`src/rtl/mmt_pkg.sv`:
```
// ----------------------------------------------------------------------------
// mmt_pkg
// Types, register layout and reset constants shared by the masked mode
// transition block, its channel interfaces and its submodules.
// ----------------------------------------------------------------------------
package mmt_pkg;

    localparam int MASK_GROUPS  = 2;
    localparam int GROUP_W      = 8;
    localparam int MASK_W       = 16;
    localparam int NIBBLE_W     = 4;
    localparam int NIBBLES      = MASK_W / NIBBLE_W;
    localparam int NIB_IDX_W    = $clog2(NIBBLES);
    localparam int ADDR_W       = 8;
    // Half addresses at or above this limit are rejected.
    localparam int ADDR_LIMIT   = (2 * MASK_GROUPS < NIBBLES) ? 2 * MASK_GROUPS : NIBBLES;
    localparam int ROW_W        = 33;
    localparam int ROW_ONES_LSB = 0;
    localparam int ROW_ZERO_LSB = 16;
    localparam int ROW_TGT_BIT  = 32;
    localparam int CFG_IDX_W    = 2;
    localparam int CFG_DATA_W   = 33;

    localparam logic [ROW_W-1:0]  ROTATE_ROW_RST     = 33'h1_0001_FFFF;
    localparam logic [ROW_W-1:0]  STATIONARY_ROW_RST = 33'h0_0001_FFFF;
    localparam logic [MASK_W-1:0] RETAIN_MASK_RST    = 16'hF0FF;

    localparam logic MODE_ROTATE     = 1'b0;
    localparam logic MODE_STATIONARY = 1'b1;

    typedef enum logic [CFG_IDX_W-1:0] {
        CFG_ROTATE_ROW     = 2'd0,
        CFG_STATIONARY_ROW = 2'd1,
        CFG_RETAIN_MASK    = 2'd2
    } cfg_idx_t;

    typedef struct packed {
        logic [ADDR_W-1:0]   first_half_addr;
        logic [NIBBLE_W-1:0] first_mask_one;
        logic [NIBBLE_W-1:0] first_mask_zero;
        logic [ADDR_W-1:0]   second_half_addr;
        logic [NIBBLE_W-1:0] second_mask_one;
        logic [NIBBLE_W-1:0] second_mask_zero;
    } cmd_t;

    typedef struct packed {
        logic              mode_now;
        logic              mode_switched;
        logic [MASK_W-1:0] mask_now;
        logic              bad_address;
    } rsp_t;

    typedef struct packed {
        logic [ROW_W-1:0]  rotate_row;
        logic [ROW_W-1:0]  stationary_row;
        logic [MASK_W-1:0] retain_mask;
    } cfg_regs_t;

endpackage

```
`src/rtl/mmt_channels.sv`:
```
// ----------------------------------------------------------------------------
// mmt channel interfaces
// Valid/ready channels for commands, responses and register writes.
// ----------------------------------------------------------------------------
interface mmt_cmd_if;
    import mmt_pkg::*;
    logic valid;
    logic ready;
    cmd_t data;
    modport source (output valid, output data, input ready);
    modport sink (input valid, input data, output ready);
endinterface

interface mmt_rsp_if;
    import mmt_pkg::*;
    logic valid;
    logic ready;
    rsp_t data;
    modport source (output valid, output data, input ready);
    modport sink (input valid, input data, output ready);
endinterface

interface mmt_cfg_if;
    import mmt_pkg::*;
    logic                  valid;
    logic                  ready;
    logic [CFG_IDX_W-1:0]  index;
    logic [CFG_DATA_W-1:0] data;
    modport source (output valid, output index, output data, input ready);
    modport sink (input valid, input index, input data, output ready);
endinterface

```
`src/rtl/mmt_cfg_regs.sv`:
```
// ----------------------------------------------------------------------------
// mmt_cfg_regs
// Holds the two mode rows and the retain mask, written over the config port.
// ----------------------------------------------------------------------------
module mmt_cfg_regs (
    input  logic               clk,
    input  logic               rst_n,
    mmt_cfg_if.sink            cfg,
    output mmt_pkg::cfg_regs_t regs
);
    import mmt_pkg::*;

    cfg_regs_t regs_reg;
    cfg_regs_t regs_next;
    logic      wr_en;

    assign cfg.ready = 1'b1;
    assign wr_en     = cfg.valid && cfg.ready;
    assign regs      = regs_reg;

    always_comb
    begin
        regs_next = regs_reg;
        if (wr_en)
        begin
            case (cfg_idx_t'(cfg.index))
                CFG_ROTATE_ROW:     regs_next.rotate_row     = cfg.data[ROW_W-1:0];
                CFG_STATIONARY_ROW: regs_next.stationary_row = cfg.data[ROW_W-1:0];
                CFG_RETAIN_MASK:    regs_next.retain_mask    = cfg.data[MASK_W-1:0];
                default:            regs_next = regs_reg;
            endcase
        end
    end

    always_ff @(posedge clk or negedge rst_n)
    begin
        if (!rst_n)
        begin
            regs_reg.rotate_row     <= ROTATE_ROW_RST;
            regs_reg.stationary_row <= STATIONARY_ROW_RST;
            regs_reg.retain_mask    <= RETAIN_MASK_RST;
        end
        else
        begin
            regs_reg <= regs_next;
        end
    end

endmodule

```
`src/rtl/mmt_nibble_upd.sv`:
```
// ----------------------------------------------------------------------------
// mmt_nibble_upd
// Applies one nibble update to the condition mask: per bit, both masks set
// sets, both clear clears, and a mixed pair holds.
// ----------------------------------------------------------------------------
module mmt_nibble_upd (
    input  logic [mmt_pkg::MASK_W-1:0]   mask_in,
    input  logic [mmt_pkg::ADDR_W-1:0]   half_addr,
    input  logic [mmt_pkg::NIBBLE_W-1:0] mask_one,
    input  logic [mmt_pkg::NIBBLE_W-1:0] mask_zero,
    output logic [mmt_pkg::MASK_W-1:0]   mask_out,
    output logic                         bad
);
    import mmt_pkg::*;

    logic [NIB_IDX_W-1:0] nib_sel;

    assign bad     = (half_addr >= ADDR_W'(ADDR_LIMIT));
    assign nib_sel = half_addr[NIB_IDX_W-1:0];

    always_comb
    begin
        mask_out = mask_in;
        for (int n = 0; n < NIBBLES; n++)
        begin
            if (!bad && (nib_sel == NIB_IDX_W'(n)))
            begin
                // Majority of old bit, ones and zeros: agreement wins, else hold.
                mask_out[n*NIBBLE_W +: NIBBLE_W] =
                    (mask_in[n*NIBBLE_W +: NIBBLE_W] & mask_one) |
                    (mask_in[n*NIBBLE_W +: NIBBLE_W] & mask_zero) |
                    (mask_one & mask_zero);
            end
        end
    end

endmodule

```
`src/rtl/mmt_mode_step.sv`:
```
// ----------------------------------------------------------------------------
// mmt_mode_step
// Combinational step for one command: both nibble updates, the row match
// for the current mode and the optional switch that clears unretained bits.
// ----------------------------------------------------------------------------
module mmt_mode_step (
    input  mmt_pkg::cmd_t              cmd,
    input  mmt_pkg::cfg_regs_t         regs,
    input  logic [mmt_pkg::MASK_W-1:0] mask_cur,
    input  logic                       mode_cur,
    output logic [mmt_pkg::MASK_W-1:0] mask_new,
    output logic                       mode_new,
    output mmt_pkg::rsp_t              rsp
);
    import mmt_pkg::*;

    logic [MASK_W-1:0] mask_a;
    logic [MASK_W-1:0] mask_b;
    logic              bad_a;
    logic              bad_b;
    logic [ROW_W-1:0]  row;
    logic [MASK_W-1:0] row_ones;
    logic [MASK_W-1:0] row_zeros;
    logic              row_hit;
    logic              do_switch;

    mmt_nibble_upd u_upd_first (
        .mask_in   (mask_cur),
        .half_addr (cmd.first_half_addr),
        .mask_one  (cmd.first_mask_one),
        .mask_zero (cmd.first_mask_zero),
        .mask_out  (mask_a),
        .bad       (bad_a)
    );

    mmt_nibble_upd u_upd_second (
        .mask_in   (mask_a),
        .half_addr (cmd.second_half_addr),
        .mask_one  (cmd.second_mask_one),
        .mask_zero (cmd.second_mask_zero),
        .mask_out  (mask_b),
        .bad       (bad_b)
    );

    assign row       = (mode_cur == MODE_STATIONARY) ? regs.stationary_row : regs.rotate_row;
    assign row_ones  = row[ROW_ONES_LSB +: MASK_W];
    assign row_zeros = row[ROW_ZERO_LSB +: MASK_W];
    // Every set bit must be allowed by ones, every clear bit by a clear zeros bit.
    assign row_hit   = &((mask_b & row_ones) | (~mask_b & ~row_zeros));
    assign do_switch = row_hit && (row[ROW_TGT_BIT] != mode_cur);

    assign mode_new = do_switch ? row[ROW_TGT_BIT] : mode_cur;
    assign mask_new = do_switch ? (mask_b & regs.retain_mask) : mask_b;

    assign rsp.mode_now      = mode_new;
    assign rsp.mode_switched = do_switch;
    assign rsp.mask_now      = mask_new;
    assign rsp.bad_address   = bad_a || bad_b;

endmodule

```
`src/rtl/masked_mode_transition_fsm.sv`:
```
// ----------------------------------------------------------------------------
// masked_mode_transition_fsm
// Condition mask with nibble updates and a two-mode transition table.
// ----------------------------------------------------------------------------
// Usage:
// Commands arrive on cmd, one beat per item with two nibble updates. Each
// command produces exactly one beat on rsp with the resulting mode, a switch
// flag, the updated mask and a bad address flag.
// Register writes use cfg, which is always ready; write only while the block
// holds no command and no undelivered response.
// A command accepted on cmd is registered in the input register, evaluated
// against the state registers, and its response is registered in the
// output register that drives rsp. Throughput: one command per cycle while
// rsp is ready; the loop through the mask and mode registers is shallow logic.
// A stalled rsp holds its beat; one more command may wait in the input
// register, after which cmd.ready drops until rsp is taken.
// Reset clears the mask, selects rotate mode, empties both stages and loads
// the row and retain registers with their default values.
// ----------------------------------------------------------------------------
module masked_mode_transition_fsm (
    input  logic    clk,
    input  logic    rst_n,
    mmt_cmd_if.sink cmd,
    mmt_rsp_if.source rsp,
    mmt_cfg_if.sink cfg
);
    import mmt_pkg::*;

    cfg_regs_t         regs;
    logic              in_valid_reg;
    logic              in_valid_next;
    cmd_t              in_data_reg;
    logic              out_valid_reg;
    logic              out_valid_next;
    rsp_t              out_data_reg;
    logic [MASK_W-1:0] mask_reg;
    logic [MASK_W-1:0] mask_next;
    logic              mode_reg;
    logic              mode_next;
    logic [MASK_W-1:0] step_mask;
    logic              step_mode;
    rsp_t              step_rsp;
    logic              out_free;
    logic              advance;
    logic              cmd_take;

    mmt_cfg_regs u_cfg_regs (
        .clk   (clk),
        .rst_n (rst_n),
        .cfg   (cfg),
        .regs  (regs)
    );

    mmt_mode_step u_mode_step (
        .cmd      (in_data_reg),
        .regs     (regs),
        .mask_cur (mask_reg),
        .mode_cur (mode_reg),
        .mask_new (step_mask),
        .mode_new (step_mode),
        .rsp      (step_rsp)
    );

    assign out_free  = !out_valid_reg || rsp.ready;
    assign advance   = in_valid_reg && out_free;
    assign cmd.ready = !in_valid_reg || out_free;
    assign cmd_take  = cmd.valid && cmd.ready;

    assign rsp.valid = out_valid_reg;
    assign rsp.data  = out_data_reg;

    always_comb
    begin
        in_valid_next  = cmd.ready ? cmd.valid : in_valid_reg;
        out_valid_next = out_free ? in_valid_reg : out_valid_reg;
        mask_next      = advance ? step_mask : mask_reg;
        mode_next      = advance ? step_mode : mode_reg;
    end

    always_ff @(posedge clk or negedge rst_n)
    begin
        if (!rst_n)
        begin
            in_valid_reg  <= 1'b0;
            out_valid_reg <= 1'b0;
            mask_reg      <= '0;
            mode_reg      <= MODE_ROTATE;
        end
        else
        begin
            in_valid_reg  <= in_valid_next;
            out_valid_reg <= out_valid_next;
            mask_reg      <= mask_next;
            mode_reg      <= mode_next;
        end
    end

    always_ff @(posedge clk)
    begin
        if (cmd_take)
        begin
            in_data_reg <= cmd.data;
        end
        if (advance)
        begin
            out_data_reg <= step_rsp;
        end
    end

    // The pending response always mirrors the state it left behind.
    assert property (@(posedge clk) disable iff (!rst_n)
        out_valid_reg |-> (mode_reg == out_data_reg.mode_now) &&
                          (mask_reg == out_data_reg.mask_now))
        else $error("state registers disagree with pending response");

    // A switch leaves only retained bits set.
    assert property (@(posedge clk) disable iff (!rst_n)
        (out_valid_reg && out_data_reg.mode_switched) |->
            ((out_data_reg.mask_now & ~regs.retain_mask) == '0))
        else $error("switched response keeps bits outside retain mask");

    // A switch always flips the mode register.
    assert property (@(posedge clk) disable iff (!rst_n)
        (advance && step_rsp.mode_switched) |=> (mode_reg != $past(mode_reg)))
        else $error("mode switch did not change the mode");

    // With both stages full and the output stalled, no command is taken.
    assert property (@(posedge clk) disable iff (!rst_n)
        (in_valid_reg && out_valid_reg && !rsp.ready) |-> !cmd.ready)
        else $error("command accepted while pipeline is full");

endmodule

```
`src/flat_wrapper.sv`:
```
// flat-port wrapper written by rule: the top's interface ports become plain ports
module masked_mode_transition_fsm_flat import mmt_pkg::*;
  (clk, rst_n, cmd_valid, cmd_data, cmd_ready, rsp_valid, rsp_data, rsp_ready, cfg_valid, cfg_index, cfg_data, cfg_ready);
  mmt_cmd_if cmd_i ();
  mmt_rsp_if rsp_i ();
  mmt_cfg_if cfg_i ();
  input  logic clk;
  input  logic rst_n;
  input wire logic [$bits(cmd_i.valid)-1:0] cmd_valid;
  input wire logic [$bits(cmd_i.data)-1:0] cmd_data;
  output wire logic [$bits(cmd_i.ready)-1:0] cmd_ready;
  output wire logic [$bits(rsp_i.valid)-1:0] rsp_valid;
  output wire logic [$bits(rsp_i.data)-1:0] rsp_data;
  input wire logic [$bits(rsp_i.ready)-1:0] rsp_ready;
  input wire logic [$bits(cfg_i.valid)-1:0] cfg_valid;
  input wire logic [$bits(cfg_i.index)-1:0] cfg_index;
  input wire logic [$bits(cfg_i.data)-1:0] cfg_data;
  output wire logic [$bits(cfg_i.ready)-1:0] cfg_ready;
  assign cmd_i.valid = cmd_valid;
  assign cmd_i.data = cmd_data;
  assign cmd_ready = cmd_i.ready;
  assign rsp_valid = rsp_i.valid;
  assign rsp_data = rsp_i.data;
  assign rsp_i.ready = rsp_ready;
  assign cfg_i.valid = cfg_valid;
  assign cfg_i.index = cfg_index;
  assign cfg_i.data = cfg_data;
  assign cfg_ready = cfg_i.ready;
  masked_mode_transition_fsm u_core (.clk(clk), .rst_n(rst_n), .cmd(cmd_i), .rsp(rsp_i), .cfg(cfg_i));
endmodule
```
`config.mk`:
```
export PLATFORM = sky130hd
export DESIGN_NAME = masked_mode_transition_fsm_flat
export DESIGN_NICKNAME = d
export VERILOG_FILES = /design/src/rtl/mmt_pkg.sv /design/src/rtl/mmt_channels.sv /design/src/rtl/mmt_cfg_regs.sv /design/src/rtl/mmt_nibble_upd.sv /design/src/rtl/mmt_mode_step.sv /design/src/rtl/masked_mode_transition_fsm.sv /design/src/flat_wrapper.sv
export SDC_FILE = /design/constraint.sdc
export NUM_CORES = 1
export LEC_CHECK = 0
export ABC_AREA = 1
export BUFFER_PORTS_ARGS = -buffer_cell sky130_fd_sc_hd__buf_2
export CORE_ASPECT_RATIO = 1.2
export CORE_UTILIZATION = 30
export DETAILED_ROUTE_END_ITERATION = 8
export GPL_TIMING_DRIVEN = 0
export SLEW_MARGIN = 5
export SYNTH_ARGS = -nofsm -noshare
export SYNTH_HDL_FRONTEND = slang
export SYNTH_HIERARCHICAL = 1
export SYNTH_SLANG_ARGS = --single-unit
```
`constraint.sdc`:
```
create_clock -name clk -period 7.65 [get_ports clk]
set_input_delay 0.765 -clock clk [delete_from_list [all_inputs] [get_ports clk]]
set_output_delay 0.765 -clock clk [all_outputs]
set_load 0.01 [all_outputs]
```
==> summary.md <==
The filler-free cell count of the finished design came out at 1446. The register with the most flip-flops in the layout has 82 of them. End of the worst register-to-register path: u_core/rsp.data[11]. Headroom to the max-slew limit came out at 20.8%.

The critical path in this run is classified as flip-flop to flip-flop. The mean area per synthesized cell works out to 7.96 um^2. The root buffer cell chosen for the clock tree is sky130_fd_sc_hd__clkbuf_16. The final wirelength was 22.2 mm. The die boundary width is 150 um, and the depth of the CTS H-tree is 4.

Input and output buffers added on the ports amount to 90. For the number of nets produced by synthesis, the log shows 1065. Walking the worst path, the cells encountered are nor2_2 > nand2_2 > nor2_4 > buf_6 > nand3_1 > nand2_1 > nand2_1 > nand3_1 > nand3_1 > nand2_1 > nand2_1 > inv_1 > nor2_1 > nor2_1 > nand2_1 > nor2_1 > nand3_2 > nand2_4 > nand2_4 > buf_6 > nand2_1 > nand2_1 > buf_4. Fill cells in the final layout number 2663.

The number of placed cells counting well taps is 1414, and the post-synthesis register bit count is 152. Max-cap violations in this run came to 0. In this run the core area contains 64 standard-cell rows. The number of gates resized after CTS was 0.

The clock reaches the later pin of the worst-skew pair after 0.44 ns. TritonCTS built the clock tree. For this configuration, the core starts out at a cell density of 30.7%. During I/O placement, the number of pins put on the boundary was 94. The initial antenna violation count is 0, and the critical-path maximum fanout is 10.

Number of buffers inserted during clock tree synthesis: 17. VDD sags by at most 0.158 mV. The area added between synthesis and finish works out to 18.3%.

The run gives 34.5 mm as the first-pass GRT wire length. The tools report the count of final hold-check violations as 0. The tools report the reg-to-reg critical path startpoint as u_core/in_data_reg[31]. Dividing the detail-routed wire length by the instance count gives 15.4 um. Once detail routing completed, the nets flagged for antenna violations numbered 0. The library cell appearing most often on the critical path is sky130_fd_sc_hd__nand2_1.

On the final layout, the worst clock skew is 0.0132 ns. The cell count after synthesis came out at 993. At the end of routability-driven placement, the weighted congestion stood at 0.885. Static leakage power: 4.66 nW. Setup total negative slack on the finished layout was measured at 0 ns. The tools report the highest attainable clock frequency as 0.274 GHz. Endpoint arrival time on the critical path: 3.84 ns. The cell depth of the worst flop-to-flop path is 23. The final route contains 6828 vias. Global routing used 17.1% of the available tracks. For the number of nets in the final layout, the log shows 1175. The share of cells above drive strength 1 is 23.2%. The tools report the number of warnings reported in the yosys synthesis log as 6. Once detailed placement completed, the half-perimeter wirelength came to 16.9 mm.

For the maximum root-to-sink buffer count, the log shows 2. The path category of the worst min-delay check is input port to asynchronous set/reset pin. The total core area came out at 25700 um^2. Setup repair after global routing left no endpoint under its margin. For this run, design rule violations remaining after detail routing come to 0. In this design, the stage delay of the slowest critical-path cell is 0.38 ns. The number of setup buffers added after CTS is 0. The number of hold buffers added after CTS was 0; the register clock-pin slew on the reported worst setup and hold paths was 0.07 ns. The count of final setup violators came out at 0. The data required time of the critical path was 7.84 ns. The run finished with clean final reports. Type of destination of the critical path: a flip-flop. For flop-to-flop paths, the worst setup slack is 4.01 ns.

The final number of max-transition violations was 0; the share of synthesized area occupied by flip-flops and latches was 52.1%. The die is 180 um tall. Time the worst path needs with I/O delays and setup: 3.64 ns. The sink count of the clock tree was 152.

The post-route clock period utilization was 47.6%. The first detailed-routing pass took 7 iterations. The distinct cell type count of the synthesized netlist is 24, and the largest net degree at the start of global routing is 59.

STA classifies the critical path startpoint as a flip-flop. At the pin with the least slew margin, the transition time is 1.19 ns. The logs give 0.391 ns for the final hold slack and 0 for the total global routing overflow. Number of DRC markers in iteration 0: 433. The run gives 6380 as the via count of the first global-routing pass. The area of the die came out at 27000 um^2.

Dividing the detail-routed via count by the number of cells gives 4.72. The netlist area before placement was 7900 um^2. The slowest stage cell on the critical path is sky130_fd_sc_hd__edfxtp_1. The repair_antennas step left the layout with diodes totalling 0. The power per unit of standard cell area is 267 nW/um^2.
## cells in the mapped netlist
cell type / count / area share [%]
sky130_fd_sc_hd__buf_2: 27 / 1.7
sky130_fd_sc_hd__edfxtp_1: 51 / 19
sky130_fd_sc_hd__conb_1: 1 / 0.047
sky130_fd_sc_hd__buf_4: 22 / 2.1
sky130_fd_sc_hd__buf_12: 1 / 0.25
sky130_fd_sc_hd__nand2_4: 3 / 0.43
sky130_fd_sc_hd__inv_2: 7 / 0.33
sky130_fd_sc_hd__nand2_2: 5 / 0.40
sky130_fd_sc_hd__nor2_1: 20 / 0.95
sky130_fd_sc_hd__or2_2: 1 / 0.079
sky130_fd_sc_hd__o21a_1: 1 / 0.095
sky130_fd_sc_hd__nand3_2: 4 / 0.51
sky130_fd_sc_hd__nand2_1: 459 / 22
sky130_fd_sc_hd__buf_6: 4 / 0.57
sky130_fd_sc_hd__nor2_2: 12 / 0.95
sky130_fd_sc_hd__o21ai_0: 13 / 0.82
sky130_fd_sc_hd__nand4_1: 59 / 4.7
sky130_fd_sc_hd__clkbuf_1: 4 / 0.19
sky130_fd_sc_hd__inv_1: 61 / 2.9
sky130_fd_sc_hd__dfstp_2: 47 / 16
sky130_fd_sc_hd__nand2_8: 1 / 0.25
sky130_fd_sc_hd__nor2_4: 3 / 0.43
sky130_fd_sc_hd__dfrtp_1: 54 / 17
sky130_fd_sc_hd__nand3_1: 133 / 8.4
## logic make-up (layout without fill, tap and decap cells)
family / after synthesis / count (layout) / synth area share, %
simple gates: 700 / 700 / 38.9
buf+inv: 126 / 249 / 8.04
other cells: 1 / 1 / 0.0475
flops: 152 / 152 / 52.1
compound gates: 14 / 14 / 0.918
## worst max-delay path by stage
| stage | from | cells after the start | to | slack [ns] |
|---|---|---|---|---|
| 6_report | u_core/in_data_reg[31] | 23 | u_core/rsp.data[11] | 4.01 |
| 5_1_grt | u_core/in_data_reg[31] | 23 | u_core/rsp.data[9] | 3.84 |
| 4_1_cts | u_core/in_data_reg[31] | 23 | u_core/rsp.data[7] | 4.08 |
| 3_5_place_dp | u_core/in_data_reg[31] | 23 | u_core/rsp.data[13] | 4.09 |
| 3_3_place_gp | u_core/in_data_reg[31] | 23 | u_core/rsp.data[13] | 4.12 |
| 2_1_floorplan | u_core/in_data_reg[27] | 23 | u_core/rsp.data[13] | 4.97 |
## where the power goes
group	internal, mW	total, mW	switching (mW)
clock	0.433	0.796	0.363
sequential	1.01	1.11	0.0955
combinational	0.209	0.595	0.386
## cell usage in the layout, fill, tap and decap left out, types with 2 or more instances in the layout
master,Yosys,final
sky130_fd_sc_hd__clkbuf_16,0,17
sky130_fd_sc_hd__buf_4,22,23
sky130_fd_sc_hd__nand3_2,4,4
sky130_fd_sc_hd__nand4_1,59,59
sky130_fd_sc_hd__edfxtp_1,51,51
sky130_fd_sc_hd__nand2_2,5,5
sky130_fd_sc_hd__nor2_1,20,20
sky130_fd_sc_hd__inv_2,7,7
sky130_fd_sc_hd__nor2_4,3,3
sky130_fd_sc_hd__dfrtp_1,54,54
sky130_fd_sc_hd__inv_1,61,61
sky130_fd_sc_hd__buf_2,27,116
sky130_fd_sc_hd__clkinvlp_4,0,4
sky130_fd_sc_hd__clkbuf_1,4,5
sky130_fd_sc_hd__dfstp_2,47,47
sky130_fd_sc_hd__inv_6,0,5
sky130_fd_sc_hd__nor2_2,12,12
sky130_fd_sc_hd__inv_8,0,2
sky130_fd_sc_hd__o21ai_0,13,13
sky130_fd_sc_hd__nand3_1,133,133
sky130_fd_sc_hd__nand2_4,3,3
sky130_fd_sc_hd__buf_6,4,4
sky130_fd_sc_hd__nand2_1,459,459
## final cells by class
| type | count | area [um^2] | share of cell area, % |
|---|---|---|---|
| sequential | 152 | 4120 | 44.0 |
| inverter | 68 | 255 | 2.73 |
| tap | 330 | 413 | 4.42 |
| timing repair buffer | 91 | 480 | 5.14 |
| buffer | 58 | 380 | 4.07 |
| clock inverter | 13 | 111 | 1.19 |
| clock buffer | 19 | 443 | 4.74 |
| multi-input combinational | 715 | 3150 | 33.7 |
## critical path, delay by kind of cell, from the launching register on
kind	cells	cell delay [ns]
buf+inv	4	0.54
flops	1	0.38
simple gates	19	2.46
## stage by stage
step	power [mW]	worst slack [ns]	utilization, %	area, um^2
6_report	2.50	4.01	36.4	9350
5_1_grt	2.64	3.84	36.4	9350
4_1_cts	2.52	4.08	36.4	9350
3_5_place_dp	1.71	4.09	34.2	8800
3_3_place_gp	1.70	4.12	34.1	8770
2_1_floorplan	1.50	4.97	-	7900
## layer usage
layer	track usage [%]	up-vias	wire length [um]
met5	0	-	0
met4	9.90	0	1020
met3	2.84	55	917
met2	27.8	210	10600
met1	21.2	3135	9620
li1	-	3428	-
(Power assumes the default switching activity.)
